==> config.mk <==
export PLATFORM = sky130hd
export DESIGN_NAME = averaged_sample_ascii_framer_core
export DESIGN_NICKNAME = d
export VERILOG_FILES = /design/src/sv/asf_pkg.sv /design/src/sv/asf_cmp_sub.sv /design/src/sv/asf_frame_seq.sv /design/src/sv/averaged_sample_ascii_framer_core.sv
export SDC_FILE = /design/constraint.sdc
export NUM_CORES = 1
export LEC_CHECK = 0
export BUFFER_PORTS_ARGS = -buffer_cell sky130_fd_sc_hd__buf_2
export CAP_MARGIN = 30
export CORE_ASPECT_RATIO = 0.7
export CORE_MARGIN = 8
export CORE_UTILIZATION = 55
export DETAILED_ROUTE_END_ITERATION = 12
export GPL_ROUTABILITY_DRIVEN = 0
export HOLD_SLACK_MARGIN = 0.05
export PLACE_DENSITY = 0.77
export SLEW_MARGIN = 5
export SYNTH_ARGS = -nofsm -noshare
export SYNTH_HDL_FRONTEND = slang
export SYNTH_SLANG_ARGS = --single-unit
==> constraint.sdc <==
create_clock -name clk_i -period 3.9 [get_ports clk_i]
set_input_delay 0 -clock clk_i [delete_from_list [all_inputs] [get_ports clk_i]]
set_output_delay 0 -clock clk_i [all_outputs]
set_load 0.01 [all_outputs]
==> src/sv/asf_pkg.sv <==
// Shared types, constants and table functions of the averaged sample ASCII framer.
// Used by asf_cmp_sub, asf_frame_seq and averaged_sample_ascii_framer_core.
`timescale 1ns / 1ps
package asf_pkg;

  localparam int OVERSAMPLE_COUNT_DEF = 16;
  localparam int SAMPLE_BITS = 12;
  localparam int SAMPLE_W = 12;
  localparam int SUM_W = 16;
  localparam int NUM_W = 32;
  localparam int RATE_W = 8;
  localparam int CHAR_W = 8;
  localparam int DATA_W = 32;
  localparam int ADDR_W = 3;
  localparam int ITEM_W = 4;
  localparam int POW_W = 4;
  localparam int DIGIT_W = 4;

  localparam logic [SAMPLE_W-1:0] SAMPLE_MASK = SAMPLE_W'((1 << SAMPLE_BITS) - 1);

  localparam logic [RATE_W-1:0] RATE_RESET = 8'd20;
  localparam logic [RATE_W-1:0] RATE_MIN = 8'd1;
  localparam logic [RATE_W-1:0] RATE_MAX = 8'd200;

  // Register index, taken from paddr[2].
  localparam logic REG_RATE = 1'b0;

  // Places in the frame "$IR,<seq>,<avg>,<rate>*HH\n".
  localparam logic [ITEM_W-1:0] ITEM_SEQ    = 4'd4;
  localparam logic [ITEM_W-1:0] ITEM_AVG    = 4'd6;
  localparam logic [ITEM_W-1:0] ITEM_RATE   = 4'd8;
  localparam logic [ITEM_W-1:0] ITEM_STAR   = 4'd9;
  localparam logic [ITEM_W-1:0] ITEM_HEX_HI = 4'd10;
  localparam logic [ITEM_W-1:0] ITEM_HEX_LO = 4'd11;
  localparam logic [ITEM_W-1:0] ITEM_LAST   = 4'd12;

  localparam logic [POW_W-1:0] POW_TOP = 4'd9;
  localparam logic [DIGIT_W-1:0] DIGIT_MAX = 4'd9;

  localparam logic [CHAR_W-1:0] CHAR_NL = 8'h0A;
  localparam logic [CHAR_W-1:0] CHAR_ZERO = 8'h30;
  localparam logic [CHAR_W-1:0] CHAR_HEX_BIAS = 8'h37;

  typedef logic [CHAR_W-1:0] char_t;

  typedef enum logic [2:0] {
    KIND_LIT,
    KIND_SEQ,
    KIND_AVG,
    KIND_RATE,
    KIND_HEX_HI,
    KIND_HEX_LO
  } kind_e;

  typedef struct packed {
    logic              start;
    logic [NUM_W-1:0]  seq;
    logic [SUM_W-1:0]  sum;
    logic [RATE_W-1:0] rate;
  } frame_req_t;

  function automatic kind_e item_kind(logic [ITEM_W-1:0] idx);
    kind_e k;
    case (idx)
      ITEM_SEQ:    k = KIND_SEQ;
      ITEM_AVG:    k = KIND_AVG;
      ITEM_RATE:   k = KIND_RATE;
      ITEM_HEX_HI: k = KIND_HEX_HI;
      ITEM_HEX_LO: k = KIND_HEX_LO;
      default:     k = KIND_LIT;
    endcase
    return k;
  endfunction

  function automatic char_t item_char(logic [ITEM_W-1:0] idx);
    char_t c;
    case (idx)
      4'd0:      c = "$";
      4'd1:      c = "I";
      4'd2:      c = "R";
      4'd3:      c = ",";
      4'd5:      c = ",";
      4'd7:      c = ",";
      ITEM_STAR: c = "*";
      ITEM_LAST: c = CHAR_NL;
      default:   c = 8'h00;
    endcase
    return c;
  endfunction

  // Characters strictly between the dollar sign and the star feed the checksum.
  function automatic logic item_in_payload(logic [ITEM_W-1:0] idx);
    return (idx != 4'd0) && (idx < ITEM_STAR);
  endfunction

  function automatic logic [NUM_W-1:0] pow10(logic [POW_W-1:0] p);
    logic [NUM_W-1:0] v;
    case (p)
      4'd0:    v = 32'd1;
      4'd1:    v = 32'd10;
      4'd2:    v = 32'd100;
      4'd3:    v = 32'd1000;
      4'd4:    v = 32'd10000;
      4'd5:    v = 32'd100000;
      4'd6:    v = 32'd1000000;
      4'd7:    v = 32'd10000000;
      4'd8:    v = 32'd100000000;
      4'd9:    v = 32'd1000000000;
      default: v = 32'd1;
    endcase
    return v;
  endfunction

  function automatic char_t hex_char(logic [3:0] n);
    return (n < 4'd10) ? (CHAR_ZERO + {4'h0, n}) : (CHAR_HEX_BIAS + {4'h0, n});
  endfunction

endpackage

==> src/sv/asf_cmp_sub.sv <==
// Shared compare and subtract unit of the framer sequencer.
// Depends on asf_pkg for the operand width.
`timescale 1ns / 1ps
module asf_cmp_sub (
  input  logic [asf_pkg::NUM_W-1:0] a_i,
  input  logic [asf_pkg::NUM_W-1:0] b_i,
  output logic                      ge_o,
  output logic [asf_pkg::NUM_W-1:0] diff_o
);
  import asf_pkg::*;

  logic [NUM_W:0] wide;

  // The borrow out of the extended subtraction tells whether a is below b.
  assign wide   = {1'b0, a_i} - {1'b0, b_i};
  assign ge_o   = ~wide[NUM_W];
  assign diff_o = wide[NUM_W-1:0];

endmodule

==> src/sv/asf_frame_seq.sv <==
// Frame sequencer: divides the group sum, converts numbers to decimal and emits the frame.
// Depends on asf_pkg and asf_cmp_sub.
`timescale 1ns / 1ps
module asf_frame_seq #(
  parameter int OVERSAMPLE_COUNT = asf_pkg::OVERSAMPLE_COUNT_DEF
) (
  input  logic                       clk_i,
  input  logic                       rst_ni,
  input  asf_pkg::frame_req_t        req_i,
  output logic                       busy_o,
  output logic                       frame_valid_o,
  input  logic                       frame_stall_i,
  output logic [asf_pkg::CHAR_W-1:0] frame_byte_o,
  output logic                       last_o
);
  import asf_pkg::*;

  // Truncated division by the group size as a multiplication by a rounded-up
  // reciprocal. With the shift set to the sum width plus the rounded-up log2 of the
  // group size, the product is exact for every sum that fits in SUM_W bits.
  localparam int DivL = $clog2(OVERSAMPLE_COUNT);
  localparam int DivS = SUM_W + DivL;
  localparam int MulW = SUM_W + 1;
  localparam int ProdW = SUM_W + MulW;
  localparam logic [MulW-1:0] DivM =
    MulW'(((64'd1 << DivS) + 64'(OVERSAMPLE_COUNT) - 64'd1) / 64'(OVERSAMPLE_COUNT));

  localparam logic [2:0] ST_IDLE  = 3'd0;
  localparam logic [2:0] ST_DIV   = 3'd1;
  localparam logic [2:0] ST_NEXT  = 3'd2;
  localparam logic [2:0] ST_LIT   = 3'd3;
  localparam logic [2:0] ST_DIGIT = 3'd4;
  localparam logic [2:0] ST_PUTD  = 3'd5;

  logic [2:0]         state_q, state_d;
  logic [NUM_W-1:0]   seq_q, seq_d;
  logic [RATE_W-1:0]  rate_q, rate_d;
  logic [SUM_W-1:0]   quo_q, quo_d;
  logic [ITEM_W-1:0]  idx_q, idx_d;
  logic [NUM_W-1:0]   val_q, val_d;
  logic [POW_W-1:0]   pidx_q, pidx_d;
  logic [DIGIT_W-1:0] digit_q, digit_d;
  logic               started_q, started_d;
  logic [CHAR_W-1:0]  xor_q, xor_d;
  logic               out_valid_q, out_valid_d;
  logic [CHAR_W-1:0]  out_byte_q, out_byte_d;
  logic               out_last_q, out_last_d;

  logic [ProdW-1:0]   avg_prod;
  logic [NUM_W-1:0]   unit_a, unit_b, unit_diff;
  logic               unit_ge;
  logic               can_push;
  logic               push;
  logic               push_payload;
  char_t              push_char;
  kind_e              kind;
  char_t              lit_char;

  assign avg_prod = {{MulW{1'b0}}, quo_q} * {{SUM_W{1'b0}}, DivM};
  assign kind     = item_kind(idx_q);
  assign can_push = ~out_valid_q | ~frame_stall_i;

  always_comb begin
    case (kind)
      KIND_HEX_HI: lit_char = hex_char(xor_q[7:4]);
      KIND_HEX_LO: lit_char = hex_char(xor_q[3:0]);
      default:     lit_char = item_char(idx_q);
    endcase
  end

  // The unit peels decimal digits off the value by repeated subtraction of a power of ten.
  assign unit_a = val_q;
  assign unit_b = pow10(pidx_q);

  asf_cmp_sub u_cmp_sub (
    .a_i    (unit_a),
    .b_i    (unit_b),
    .ge_o   (unit_ge),
    .diff_o (unit_diff)
  );

  always_comb begin
    state_d      = state_q;
    seq_d        = seq_q;
    rate_d       = rate_q;
    quo_d        = quo_q;
    idx_d        = idx_q;
    val_d        = val_q;
    pidx_d       = pidx_q;
    digit_d      = digit_q;
    started_d    = started_q;
    push         = 1'b0;
    push_payload = 1'b0;
    push_char    = lit_char;

    unique case (state_q)
      ST_IDLE: begin
        if (req_i.start) begin
          seq_d   = req_i.seq;
          rate_d  = req_i.rate;
          quo_d   = req_i.sum;
          idx_d   = '0;
          state_d = ST_DIV;
        end
      end
      ST_DIV: begin
        quo_d   = SUM_W'(avg_prod >> DivS);
        state_d = ST_NEXT;
      end
      ST_NEXT: begin
        pidx_d    = POW_TOP;
        digit_d   = '0;
        started_d = 1'b0;
        case (kind)
          KIND_SEQ: begin
            val_d   = seq_q;
            state_d = ST_DIGIT;
          end
          KIND_AVG: begin
            val_d   = NUM_W'(quo_q);
            state_d = ST_DIGIT;
          end
          KIND_RATE: begin
            val_d   = NUM_W'(rate_q);
            state_d = ST_DIGIT;
          end
          default: state_d = ST_LIT;
        endcase
      end
      ST_LIT: begin
        if (can_push) begin
          push         = 1'b1;
          push_payload = item_in_payload(idx_q);
          if (idx_q == ITEM_LAST) begin
            state_d = ST_IDLE;
          end else begin
            idx_d   = idx_q + 1'b1;
            state_d = ST_NEXT;
          end
        end
      end
      ST_DIGIT: begin
        if (unit_ge) begin
          val_d   = unit_diff;
          digit_d = digit_q + 1'b1;
        end else if ((digit_q != '0) || started_q || (pidx_q == '0)) begin
          state_d = ST_PUTD;
        end else begin
          pidx_d = pidx_q - 1'b1;
        end
      end
      ST_PUTD: begin
        push_char = CHAR_ZERO + {4'h0, digit_q};
        if (can_push) begin
          push         = 1'b1;
          push_payload = 1'b1;
          started_d    = 1'b1;
          digit_d      = '0;
          if (pidx_q == '0) begin
            idx_d   = idx_q + 1'b1;
            state_d = ST_NEXT;
          end else begin
            pidx_d  = pidx_q - 1'b1;
            state_d = ST_DIGIT;
          end
        end
      end
      default: state_d = ST_IDLE;
    endcase
  end

  always_comb begin
    out_valid_d = out_valid_q;
    out_byte_d  = out_byte_q;
    out_last_d  = out_last_q;
    xor_d       = (state_q == ST_IDLE) ? '0 : xor_q;
    if (out_valid_q && !frame_stall_i) begin
      out_valid_d = 1'b0;
    end
    if (push) begin
      out_valid_d = 1'b1;
      out_byte_d  = push_char;
      out_last_d  = (state_q == ST_LIT) && (idx_q == ITEM_LAST);
      if (push_payload) begin
        xor_d = xor_q ^ push_char;
      end
    end
  end

  always_ff @(posedge clk_i or negedge rst_ni) begin
    if (!rst_ni) begin
      state_q     <= ST_IDLE;
      out_valid_q <= 1'b0;
    end else begin
      state_q     <= state_d;
      out_valid_q <= out_valid_d;
    end
  end

  always_ff @(posedge clk_i) begin
    seq_q      <= seq_d;
    rate_q     <= rate_d;
    quo_q      <= quo_d;
    idx_q      <= idx_d;
    val_q      <= val_d;
    pidx_q     <= pidx_d;
    digit_q    <= digit_d;
    started_q  <= started_d;
    xor_q      <= xor_d;
    out_byte_q <= out_byte_d;
    out_last_q <= out_last_d;
  end

  assign busy_o        = (state_q != ST_IDLE);
  assign frame_valid_o = out_valid_q;
  assign frame_byte_o  = out_byte_q;
  assign last_o        = out_last_q;

  a_last_is_newline: assert property (@(posedge clk_i) disable iff (!rst_ni)
    (out_valid_q && out_last_q) |-> (out_byte_q == CHAR_NL))
    else $error("frame end flag on a byte other than the newline");

  a_digit_range: assert property (@(posedge clk_i) disable iff (!rst_ni)
    (state_q == ST_DIGIT) |-> ((pidx_q <= POW_TOP) && (digit_q <= DIGIT_MAX)))
    else $error("decimal digit or power index out of range");

  a_end_to_idle: assert property (@(posedge clk_i) disable iff (!rst_ni)
    (push && (state_q == ST_LIT) && (idx_q == ITEM_LAST)) |=> (state_q == ST_IDLE))
    else $error("sequencer did not return to idle after the newline");

  a_start_when_idle: assert property (@(posedge clk_i) disable iff (!rst_ni)
    req_i.start |-> (state_q == ST_IDLE))
    else $error("frame start requested while a frame is in progress");

endmodule

==> src/sv/averaged_sample_ascii_framer_core.sv <==
// Top level of the averaged sample ASCII framer: configuration port, sample accumulator
// and frame sequencer. Depends on asf_pkg, asf_frame_seq and asf_cmp_sub.
`timescale 1ns / 1ps
// Usage
// The sample channel (sample_valid_i, sample_stall_o, sample_i) takes one converter
// reading per word. Readings are summed; every OVERSAMPLE_COUNT words the group is
// closed, the sequence number is advanced and the frame "$IR,<seq>,<avg>,<rate>*HH"
// with a closing newline is sent on the frame channel (frame_valid_o, frame_stall_i,
// frame_byte_o, last_o), one character per word, last_o marking the newline.
// A word that does not close a group is taken whenever the sequencer is idle. The closing
// word starts the sequencer: it first scales the group sum by a constant reciprocal to
// give the truncated average, then sends each fixed character and prints each number
// digit by digit, peeling every decimal position with the single compare and subtract
// unit, one subtraction per unit of that digit. sample_stall_o is high while a frame is
// in progress.
// A stall on the frame channel simply holds the output register and the sequencer
// waits for it. The sample channel opens again once the newline is in that register.
// Reset clears the sum, the group count and the sequence number and sets the rate
// register to 20. The rate register (address 0) accepts only values 1 to 200.
module averaged_sample_ascii_framer_core #(
  parameter int OVERSAMPLE_COUNT = asf_pkg::OVERSAMPLE_COUNT_DEF
) (
  input  logic                         clk_i,
  input  logic                         rst_ni,
  input  logic                         sample_valid_i,
  output logic                         sample_stall_o,
  input  logic [asf_pkg::SAMPLE_W-1:0] sample_i,
  output logic                         frame_valid_o,
  input  logic                         frame_stall_i,
  output logic [asf_pkg::CHAR_W-1:0]   frame_byte_o,
  output logic                         last_o,
  input  logic                         psel,
  input  logic                         penable,
  input  logic                         pwrite,
  input  logic [asf_pkg::ADDR_W-1:0]   paddr,
  input  logic [asf_pkg::DATA_W-1:0]   pwdata,
  output logic [asf_pkg::DATA_W-1:0]   prdata,
  output logic                         pready
);
  import asf_pkg::*;

  localparam int CntW = $clog2(OVERSAMPLE_COUNT + 1);

  logic [RATE_W-1:0] rate_q, rate_d;
  logic [SUM_W-1:0]  sum_q, sum_d;
  logic [CntW-1:0]   cnt_q, cnt_d;
  logic [NUM_W-1:0]  frame_count_q, frame_count_d;

  logic              cfg_write;
  logic [RATE_W-1:0] wr_rate;
  logic              accept;
  logic              group_done;
  logic [SUM_W-1:0]  sum_next;
  logic [NUM_W-1:0]  seq_next;
  logic              busy;
  frame_req_t        req;

  // APB: the write completes in the access phase; pready is tied high.
  assign pready    = 1'b1;
  assign cfg_write = psel && penable && pwrite && pready;
  assign wr_rate   = pwdata[RATE_W-1:0];

  always_comb begin
    rate_d = rate_q;
    if (cfg_write && (paddr[2] == REG_RATE) && (wr_rate >= RATE_MIN) &&
        (wr_rate <= RATE_MAX)) begin
      rate_d = wr_rate;
    end
  end

  assign prdata = (paddr[2] == REG_RATE) ? DATA_W'(rate_q) : '0;

  // Sample accumulation. The sum is sized so that a full group of readings never wraps.
  assign accept     = sample_valid_i && !sample_stall_o;
  assign group_done = (cnt_q == CntW'(OVERSAMPLE_COUNT - 1));
  assign sum_next   = sum_q + SUM_W'(sample_i & SAMPLE_MASK);
  assign seq_next   = frame_count_q + 1'b1;

  always_comb begin
    sum_d         = sum_q;
    cnt_d         = cnt_q;
    frame_count_d = frame_count_q;
    if (accept) begin
      if (group_done) begin
        sum_d         = '0;
        cnt_d         = '0;
        frame_count_d = seq_next;
      end else begin
        sum_d = sum_next;
        cnt_d = cnt_q + 1'b1;
      end
    end
  end

  always_ff @(posedge clk_i or negedge rst_ni) begin
    if (!rst_ni) begin
      rate_q        <= RATE_RESET;
      sum_q         <= '0;
      cnt_q         <= '0;
      frame_count_q <= '0;
    end else begin
      rate_q        <= rate_d;
      sum_q         <= sum_d;
      cnt_q         <= cnt_d;
      frame_count_q <= frame_count_d;
    end
  end

  // The closing word hands the whole group to the sequencer in the same edge.
  assign req.start = accept && group_done;
  assign req.seq   = seq_next;
  assign req.sum   = sum_next;
  assign req.rate  = rate_q;

  asf_frame_seq #(
    .OVERSAMPLE_COUNT (OVERSAMPLE_COUNT)
  ) u_frame_seq (
    .clk_i         (clk_i),
    .rst_ni        (rst_ni),
    .req_i         (req),
    .busy_o        (busy),
    .frame_valid_o (frame_valid_o),
    .frame_stall_i (frame_stall_i),
    .frame_byte_o  (frame_byte_o),
    .last_o        (last_o)
  );

  assign sample_stall_o = busy;

endmodule

======== After elaboration in Yosys (flattened, before gate mapping) ========
Memories as Yosys holds them, arrays and structs flattened. A register that Yosys moved wholly into a read port is not among the register bits.
Cells that the tools add are included.
storage, ports and cells
  input port bits ......................... 54
  register bits after elaboration ......... 183
  memory bits (read-only) ................. 592
  memories ................................ 2
  output and inout bits ................... 44
  logic and storage cells ................. 154
cells by class
  $add $sub $neg .......................... 12
  muxes and demuxes ....................... 49
  reductions and logical operators ........ 36
  bitwise logic cells ..................... 5
  equality and inequality tests ........... 28
  order comparisons ....................... 5
memories
  name             words  width  rd ports  clocked after memory_dff  write ports  RTL line       source
  (no name shown)  16     30     1         1                         0            asf_pkg.sv:98  case (p)
  (no name shown)  16     7      1         1                         0            asf_pkg.sv:77  case (idx)
operator list
  operator                                             count
  one-hot mux 32 bit (3 select lines)                  1
  one-hot mux 32 bit (2 select lines)                  1
  2-to-1 mux 8 bit                                     7
  2-to-1 mux 4 bit                                     13
  one-hot mux 4 bit (3 select lines)                   3
  adder 6 x 4 -> 7 bit, first input constant           5
  subtractor 32 x 32 -> 33 bit                         1
  adder 32 x 1 -> 32 bit, second input constant        1
  2-to-1 mux 16 bit                                    2
  2-to-1 mux 32 bit                                    1
  one-hot mux 16 bit (2 select lines)                  1
  2-to-1 mux 3 bit                                     7
  one-hot mux 3 bit (6 select lines)                   1
  adder 16 x 12 -> 16 bit                              1
  equality test 4 bit, second input constant           4
  one-hot mux 8 bit (2 select lines)                   1
  one-hot mux 3 bit (5 select lines)                   1
  equality test 3 x 2 -> 1 bit, second input constant  4
  equality test 3 bit, second input constant           4
  less-than comparator 4 bit, second input constant    3
  inequality test 2 bit, second input constant         6
  logical AND 1 bit                                    10
  AND reduction 5 bit                                  2
  nonzero test 3 bit                                   3
  other kinds (28)                                     52

======== Logic depth before layout (Yosys ltp) ========
Gate-level depths: netlist of the first run.
  depth after elaboration ................. 8
  mapped depth ............................ 15
  gate-level depth less buffers ........... 14

======== Hierarchy ========
Synthesis of the first run repeated with hierarchy kept, for this count alone.
second synthesis, totals
  cells, all modules ...................... 1268
  area total of the unflattened synthesis .. 12573.3 um^2
by module, submodules not included
  module                             cells an instance  area an instance (um^2)  times used  seq. area each (um^2)
  asf_frame_seq                      569                6739.0                   1           4144.0
  averaged_sample_ascii_framer_core  425                3977.6                   1           1529.0
  asf_cmp_sub                        274                1856.8                   1           0.0

======== Least setup slack after synthesis of the first run ========
OpenSTA, ideal clock, no wires.
  path kind ............................... register to register
  from .................................... reg u_frame_seq.val_q[0], in the netlist u_frame_seq.unit_a[0]
  to ...................................... reg u_frame_seq.val_q[0], in the netlist u_frame_seq.unit_a[0], enable pin
  setup time .............................. 432 ps
  data required time ...................... 3468 ps
  stages on the path, launching flop included .. 13
  arrival time ............................ 3901 ps
  period minus slack after synthesis ...... 4333 ps
  path slack .............................. -433 ps
  cells stage by stage .................... edfxtp_1 > inv_1 > ha_1 > fa_1 > nand2b_1 > a21oi_1 > o21ai_0 > a21oi_1 > a21o_1 > a41oi_1 > nor2_1 > o21ai_0 > a21oi_1
between the ends
  longest elaborated chain between the ends .. 3
RTL lines
  item                             RTL line              source
  start: declaration               asf_frame_seq.sv:40   logic [NUM_W-1:0] val_q, val_d;
  start signal: assignment         asf_frame_seq.sv:205  val_q <= val_d;
  subtractor 32 x 32 -> 33 bit     asf_cmp_sub.sv:15     assign wide = {1'b0, a_i} - {1'b0, b_i};
  inequality test 2 bit (no line)  n/a
  AND reduction 3 bit (no line)    n/a
Every way passes these cells.
A chain may end at the register's enable or synchronous reset.

======== Worst setup path after layout of the first run ========
  from .................................... reg u_frame_seq.val_q[0], in the netlist u_frame_seq.unit_a[0]
  to ...................................... reg u_frame_seq.val_q[20], in the netlist u_frame_seq.unit_a[20], enable pin
Same word-level chain as after synthesis.

==> flow_metrics.tcl, run 1 <==
set metrics [dict create \
    rows 45 \
    avgSynthCellArea_um2 9.942 \
    htree_num_levels 1 \
    synth_area_leader_cell "edfxtp_1" \
    synth_seq_cells 212 \
    synth_area_um2 11860 \
    max_stage_delay_ns 0.39 \
    grt_overflow_total 0 \
    cp.required_ns 4.10 \
    worstPathCellList "inv_1, ha_1, fa_1, nand2b_1, a21oi_1, o21ai_0, a21oi_1, a21o_1, a41oi_1, nor2_1, o21ai_0, a21oi_4, buf_12" \
    cts.repair.resized 0 \
    r2r-end "u_frame_seq.unit_a[20]" \
    status "finished clean" \
    crit_start "u_frame_seq.unit_a[0]" \
    critPathArrivalTime_ns 3.77 \
    async_flop_share_pct 30.66 \
    slew_violations 0 \
    die_x_um 191.5 \
    ff2ff_path_depth 13 \
    placed_cell_area_um2 12310 \
    area_delta_synth_final_pct 11.14 \
    grt_pass1_wl_mm 43.42 \
    io_pins 98 \
    antenna_found_initial 0 \
    portBuffers 45 \
    tritoncts "built" \
    start_util_pct 55.44 \
    yosysWarnings 0 \
    core_area_um2 21400 \
    die_h_um 138.9 \
    final_cell_area_um2 13180 \
    cts.reportedPaths.clkPinSlew_ns 0.06 \
    clk_latency_ns 0.51 \
    drt-wirelength-per-cell_um 16.90 \
    vias 8862 \
    start_kind "register" \
    p_leak_nw 5.553 \
    crit_type "register to register" \
    critPathTopFamily "compound AO/OA/AOI/OAI gates" \
    grtUsageTotal_pct 19.60 \
    synth_common_cells "149 x nand2_1, 110 x edfxtp_1, 91 x a21oi_1" \
    relSlewSlack_pct 42.03 \
    finalSetupViolations 0 \
    vdd.ir_drop.worst_v 0.0004151 \
    n_antenna_cell 0 \
    drt-total-wl_mm 26.23 \
    viasPerCell 5.710 \
    critPathBufInv 2 \
    cap_violations 0 \
    yosysMostFrequentCell "nand2_1" \
    cellPowerDensity_nw_per_um2 713.8 \
    holdPathStages 4 \
    hold_start "sample_i[3]" \
    cts_setup_buffers 0 \
    synth_ff_type "edfxtp_1" \
    drt_first_iter_violations 841 \
    cts_sinks 212 \
    grt_pass1_vias 8594 \
    path_max_fanout 32 \
    synth_top_area_share_pct 27.85 \
    r2r-start "u_frame_seq.unit_a[0]" \
    cts-root-buf "clkbuf_16" \
    clk_path_buf_depth 3 \
    fin_crit_sh_pct 91.51 \
    finalClockSkew_ns 0.008574 \
    final_layout_size_suffix_gt1_share_pct 9.921 \
    postCtsHoldBufs 18 \
    r2r_slack_ns 0.33 \
    first_pass_iters 5 \
    synth-seq-area-share_pct 47.83 \
    setup_tns_ns 0 \
    layout.nets 1371 \
    max_freq_mhz 280.2 \
    drc 0 \
    grt_setup_unrepaired "no" \
    hp-class "input pin to register" \
    worst_hold_path.endpoint "sum_q[3]" \
    grt_start_max_net_pins 57 \
    final-hold-violation-count 0 \
    synthCells 1193 \
    dieArea_um2 26600 \
    synth_edf_count 110 \
    tightestPinTransition_ns 0.8663 \
    p_total_mw 9.410 \
    endpoint_kind "register" \
    netlist_top_cells_area "edfxtp_1 28%, dfrtp_1 13%, ha_1 6.4%, dfxtp_1 6.2%, xnor2_1 4.7%" \
    ant_nets 0 \
    slowest_stage "fa_1" \
    cts_buffers 22 \
    synth_cell_types 79 \
    fin_crit_ns 3.569 \
    post-dp-hpwl_mm 18.85 \
]
metrics by stage:
step / utilization [%] / worst slack [ns] / std cells / hold slack (ns)
floorplan: - / 0.1823 / 1217 / -0.2956
global placement: 57.46 / 0.4189 / 1492 / 0.1040
detailed placement: 57.52 / 0.3325 / 1494 / 0.1011
CTS: 61.61 / 0.3169 / 1552 / 0.05414
global route: 61.61 / 0.1107 / 1552 / 0.08659
finish: 61.61 / 0.3310 / 1552 / 0.05519
layout by cell type (no fill, tap or decap), types with 50 or more instances in the layout:
cell type	count
ha_1	61
a21oi_1	90
dfrtp_1	63
xnor2_1	64
edfxtp_1	110
nor2_1	76
nand2_1	149
xor2_1	50
inv_1	59
o21ai_0	72
how the worst max path moves through the flow:
stage,slack (ns),endpoint,cells past startpoint
finish,0.33,u_frame_seq.unit_a[20],13
CTS,0.32,u_frame_seq.unit_a[15],13
floorplan,0.18,u_frame_seq.unit_a[0],12
global placement,0.42,u_frame_seq.unit_a[25],13
detailed placement,0.33,u_frame_seq.unit_a[19],13
global route,0.11,u_frame_seq.unit_a[15],13
cells by family (layout without fill, tap and decap cells):
group	count (synthesis)	count (layout)	share of synthesized area [%]
fa+ha+maj	63	63	6.772
mux	23	23	2.120
simple gates	391	391	15.77
flops	212	212	47.83
compound gates	263	263	14.05
buf+inv	125	178	4.979
other cells	2	26	0.06331
xor+xnor	114	114	8.418
worst min-delay path, cell delays in order:
cell and delay, ns:
buf_2 0.08, ha_1 0.17, xnor2_1 0.17, o21ai_0 0.10
where the power goes:
part           internal (mW)  total, mW  switching [mW]
sequential              3.05       3.43           0.374
combinational           1.55       3.98            2.43
clock                   1.15       2.00           0.855
total                   5.75       9.41            3.66
registers in the layout, summed over array words and instances, names as in the netlist, 3 cells and up, named ones only:
register	count
u_frame_seq.quo_q	16
u_frame_seq.state_q	3
u_frame_seq.idx_q	4
u_frame_seq.digit_q	4
u_frame_seq.unit_b	23
u_frame_seq.xor_q	8
u_frame_seq.seq_q	32
cnt_q	5
frame_count_q	32
u_frame_seq.unit_a	32
u_frame_seq.pidx_q	4
rate_q	8
u_frame_seq.rate_q	8
u_frame_seq.frame_byte_o	7
sum_q	16
cell type report:
| class | instances | area (µm²) |
|---|---|---|
| fillers | 1738 | 8213 |
| well taps | 282 | 352.8 |
| repair buffers | 77 | 520.5 |
| clock buffers | 30 | 640.6 |
| inverters | 61 | 231.5 |
| flip-flops and latches | 212 | 5673 |
| clock inverters | 10 | 55.05 |
| multi-input cells | 880 | 5709 |
layer usage:
layer | up-vias | GRT usage [%] | part of all wire (%)
met4 | 0 | 3.879 | 1.6
met5 | - | 0 | 0
met1 | 4219 | 29.79 | 49
met3 | 38 | 3.317 | 7.1
met2 | 316 | 28.91 | 42
li1 | 4289 | - | -
No activity file was read; power rests on OpenSTA's default activity.
==> inputs of run 2 (changes only) <==
- CTS_BUF_LIST: default -> sky130_fd_sc_hd__clkbuf_16
==> run 2 against run 1 <==
Non-clock buffer count unchanged. Die area unchanged. Clock skew down 0.00090 ns. Core utilization down 0.28 points. Cell count unchanged. Clock power down 7%. Global-route usage about the same. Count of clock-buffer cells in the layout down 8. Hold slack better by 0.0032 ns. Largest power group unchanged. Combinational power about the same. Setup slack worse by 0.0093 ns.
==> flow_metrics.tcl, run 2 (synthesis gave the netlist of run 1 again) <==
set metrics [dict create \
    status "finished clean" \
    dieArea_um2 26600 \
    slew_violations 0 \
    slowest_stage "fa_1" \
    critPathBufInv 2 \
    rows 45 \
    cts.reportedPaths.clkPinSlew_ns 0.06 \
    layout_common_cells "149 x nand2_1, 110 x edfxtp_1, 90 x a21oi_1" \
    placed_cells_incl_taps 1494 \
    wl_met2_mm 11.06 \
    placed_cell_area_um2 12310 \
    r2r_slack_ns 0.32 \
    tritoncts "built" \
    dp_slack_ns 0.3325 \
    ant_nets 0 \
    n_antenna_cell 0 \
    start_util_pct 55.44 \
    start_kind "register" \
    area_delta_synth_final_pct 10.63 \
    layout_setup_ws_ns 0.3217 \
    portBuffers 45 \
    layout.nets 1371 \
    worstPathCellList "inv_1, ha_1, fa_1, nand2b_1, a21oi_1, o21ai_0, a21oi_1, a21o_1, a41oi_1, nor2_1, o21ai_0, a21oi_4, buf_12" \
    seqPwrFrac_pct 36.9 \
    wl_met1_mm 12.91 \
    grt_pass1_wl_mm 43.35 \
    drc 0 \
    p_leak_nw 5.527 \
    final-hold-violation-count 0 \
    htree_num_levels 1 \
    finalSetupViolations 0 \
    tightestPinTransition_ns 0.8778 \
    first_pass_iters 5 \
    layout_commonest_cell "nand2_1" \
    fin_crit_sh_pct 91.75 \
    hp-class "input pin to register" \
    max_freq_mhz 279.5 \
    cp.required_ns 4.10 \
    layout.cells.non_filler 1552 \
    grt_overflow_total 0 \
    cts.repair.resized 0 \
    post-dp-hpwl_mm 18.85 \
    fin_util_pct 61.33 \
    fin_crit_ns 3.578 \
    grtUsageTotal_pct 19.60 \
    max_stage_delay_ns 0.39 \
    drt_first_iter_violations 864 \
    final_cell_area_um2 13120 \
    grt_setup_unrepaired "no" \
    drt-total-wl_mm 26.09 \
    clk_path_buf_depth 3 \
    switching_share_pct 39.36 \
    crit_type "register to register" \
    postCtsHoldBufs 18 \
    viasPerCell 5.670 \
    power_switching_mw 3.651 \
    die_x_um 191.5 \
    drt-wirelength-per-cell_um 16.81 \
    core_area_um2 21400 \
    endpoint_kind "register" \
    cap_violations 0 \
    cts-root-buf "clkbuf_16" \
    clk_latency_ns 0.50 \
    top_layer_used "met4" \
    cellPowerDensity_nw_per_um2 707.0 \
    critPathArrivalTime_ns 3.78 \
    die_h_um 138.9 \
    grt_pass1_vias 8576 \
    grt_start_max_net_pins 57 \
    vias 8800 \
    cts_setup_buffers 0 \
    relSlewSlack_pct 41.27 \
    finalClockSkew_ns 0.007678 \
    combinationalPowerShare_pct 42.9 \
    setup_tns_ns 0 \
    cts_sinks 212 \
    intPower_mw 5.626 \
    cts_buffers 22 \
    final_layout_size_suffix_gt1_share_pct 9.449 \
    vdd.ir_drop.worst_v 0.0004243 \
    path_max_fanout 32 \
    io_pins 98 \
    critPathTopFamily "compound AO/OA/AOI/OAI gates" \
    pwr-share-clk_pct 20.2 \
    antenna_found_initial 0 \
    met3_length_mm 1.726 \
]
==> run 2: cell types whose count changed in the layout (fill, tap and decap cells not counted), sizes merged <==
cell	change
clkbuf	-8
inv	+2
clkinv	+6
==> run 2: worst reg2reg max path, cell delays in order, from the launching register on <==
cell	delay, ns
edfxtp_1	0.32
inv_1	0.04
ha_1	0.20
fa_1	0.39
nand2b_1	0.17
a21oi_1	0.18
o21ai_0	0.24
a21oi_1	0.36
a21o_1	0.29
a41oi_1	0.21
nor2_1	0.25
o21ai_0	0.17
a21oi_4	0.21
buf_12	0.23
==> run 2: layer usage <==
layer | global-route usage [%] | up-vias
met3 | 3.367 | 34
met4 | 3.798 | 0
li1 | - | 4291
met5 | 0 | -
met2 | 28.95 | 276
met1 | 29.76 | 4199
==> run 2: power groups by stage <==
stage               clock [mW]  combinational (mW)  sequential [mW]
floorplan                    0                3.02             3.31
global placement             0                3.77             3.44
detailed placement           0                3.86             3.46
CTS                       1.90                3.93             3.42
global route              1.99                4.45             3.49
finish                    1.87                3.98             3.43
==> run 2: path summary, 6_finish.rpt <==
kind	start	to	cells after the start
max	u_frame_seq.unit_a[0]	u_frame_seq.unit_a[20]	13
min	sample_i[3]	sum_q[3]	4
max reg2reg	u_frame_seq.unit_a[0]	u_frame_seq.unit_a[20]	13
min in group asynchronous	rst_ni	rate_q[6]	2
min reg2reg	rate_q[3]	u_frame_seq.rate_q[3]	0
max in group asynchronous	rst_ni	frame_count_q[10]	3
==> run 2: cell type report <==
cell class | count | area (µm²)
Fill cell | 1750 | 8273
Multi-Input combinational cell | 880 | 5709
Sequential cell | 212 | 5673
Clock buffer | 22 | 550.5
Timing Repair Buffer | 77 | 520.5
Tap cell | 282 | 352.8
Inverter | 61 | 231.5
Clock inverter | 18 | 85.08
==> run 2: per-stage QoR <==
stage	hold slack, ns	power [mW]
floorplan	-0.2956	6.333
global placement	0.1040	7.209
detailed placement	0.1011	7.326
CTS	0.05460	9.257
global route	0.08784	9.926
finish	0.05842	9.277
==> inputs of run 3 (changes only) <==
- CORE_ASPECT_RATIO: 0.7 -> 2
==> run 3 against run 2 <==
Non-clock buffer count rose by 8. Routed wire length rose by 4.5%. Clock power rose by 4%. Combinational power barely moved. Register-to-register slack barely moved. Core utilization rose by 0.29 points. Clock skew rose by 0.015 ns. Die area rose by 0.79%. Cell count fell by 0.45%.
==> flow_metrics.tcl, run 3 (synthesis gave the netlist of run 1 again) <==
set metrics [dict create \
    status "finished clean" \
    p_leak_nw 5.544 \
    placed_cells_incl_taps 1490 \
    grtUsageTotal_pct 20.21 \
    tritoncts "built" \
    die_x_um 119.8 \
    viasPerCell 5.771 \
    portBuffers 45 \
    die_h_um 223.7 \
    drt_first_iter_violations 402 \
    io_pins 98 \
    n_antenna_cell 0 \
    drt-wirelength-per-cell_um 17.64 \
    layout_common_cells "149 x nand2_1, 110 x edfxtp_1, 89 x a21oi_1" \
    post-dp-hpwl_mm 20.20 \
    crit_start "u_frame_seq.unit_a[0]" \
    first_pass_iters 5 \
    area_delta_synth_final_pct 11.16 \
    p_total_mw 9.358 \
    grt_setup_unrepaired "no" \
    placed_cell_area_um2 12330 \
    dieArea_um2 26810 \
    path_max_fanout 32 \
    max_freq_mhz 279.2 \
    drt-total-wl_mm 27.26 \
    start_kind "register" \
    cts.reportedPaths.clkPinSlew_ns 0.07 \
    antenna_found_initial 0 \
    layout_commonest_cell "nand2_1" \
    finalSetupViolations 0 \
    clk_path_buf_depth 3 \
    vdd.ir_drop.worst_v 0.0005132 \
    r2r-start "u_frame_seq.unit_a[0]" \
    final_cell_area_um2 13190 \
    cp.required_ns 4.09 \
    start_util_pct 55.44 \
    grt_pass1_vias 9319 \
    rows 76 \
    grt_pass1_wl_mm 44.16 \
    fin_crit_ns 3.582 \
    vias 8916 \
    layout.cells.non_filler 1545 \
    cellPowerDensity_nw_per_um2 709.7 \
    cts_sinks 212 \
    grt_start_max_net_pins 66 \
    final_layout_size_suffix_gt1_share_pct 10.38 \
    layout.nets 1376 \
    core_area_um2 21400 \
    finalClockSkew_ns 0.02291 \
    fin_crit_sh_pct 91.85 \
    cap_violations 0 \
    slew_violations 0 \
    crit_type "register to register" \
    cts-root-buf "clkbuf_16" \
    endpoint_kind "register" \
    tightestPinTransition_ns 0.8624 \
    cts_setup_buffers 0 \
    hp-class "input pin to register" \
    final-hold-violation-count 0 \
    critPathArrivalTime_ns 3.77 \
    relSlewSlack_pct 42.51 \
    cts_buffers 19 \
    htree_num_levels 1 \
    setup_tns_ns 0 \
    hold_start "sample_i[7]" \
    grt_overflow_total 0 \
    clk_latency_ns 0.52 \
    drc 0 \
    ant_nets 0 \
]
-- run 3: changes by cell type in the layout (fill, tap and decap cells not counted), moves of 2 or more --
cell	before	now
buf_4	12	17
clkinv_2	4	1
clkinvlp_4	0	4
clkbuf_16	22	19
dlygate4sd3_1	18	21
bufinv_16	0	2
inv_1	61	59
clkinv_1	12	2
inv_6	0	5
-- run 3: worst paths after layout --
kind / end / slack (ns) / cells after the start
max: u_frame_seq.unit_a[18] / 0.32 / 13
min: sum_q[7] / 0.09 / 4
max reg2reg: u_frame_seq.unit_a[18] / 0.32 / 13
min reg2reg: u_frame_seq.rate_q[1] / 0.48 / 0
max in group asynchronous: rate_q[5] / 3.11 / 3
min in group asynchronous: frame_count_q[16] / 0.22 / 3
-- run 3: cell type report --
class	count	area [µm²]
clock buffer	19	475.5
sequential	212	5673
fill	1727	8210
inverter	61	231.5
clock inverter	15	162.7
multi-input combinational	880	5713
tap	273	341.6
timing repair buffer	85	588.1
-- run 3: routing by layer --
| layer | up-vias | track usage (%) | routed length (µm) |
|---|---|---|---|
| met5 | - | 0 | 0 |
| met4 | 0 | 13.63 | 1700 |
| met3 | 105 | 2.119 | 726 |
| met2 | 194 | 39.92 | 15520 |
| met1 | 4336 | 18.59 | 9317 |
| li1 | 4281 | - | - |
-- run 3: what timing repair did --
action,4_1_cts,5_1_grt
setup endpoints to repair,0,11
endpoints found under the hold margin,84,0
gates resized for setup,0,1
hold buffers,21,0
-- run 3: per-stage QoR --
step	utilization (%)	setup slack [ns]	hold WS [ns]
finish	61.63	0.3180	0.09123
global route	61.63	0.09101	0.1227
CTS	61.61	0.2754	0.07934
detailed placement	57.64	0.3030	0.2396
global placement	57.62	0.3894	0.2373
floorplan	-	0.1823	-0.2956
-- run 3: where the power goes --
part           switching (mW)  internal, mW  leakage [nW]  total, mW
logic                    2.41          1.58          3.14       3.99
registers               0.371          3.05          2.11       3.42
clock network           0.892          1.06         0.301       1.95
-- run 3: critical path, stage by stage (launching register included) --
cell      delay [ns]
edfxtp_1        0.33
inv_1           0.04
ha_1            0.21
fa_1            0.39
nand2b_1        0.19
a21oi_1         0.22
o21ai_0         0.28
a21oi_2         0.28
a21o_1          0.27
a41oi_1         0.22
nor2_1          0.23
o21ai_0         0.16
a21oi_4         0.18
buf_12          0.24
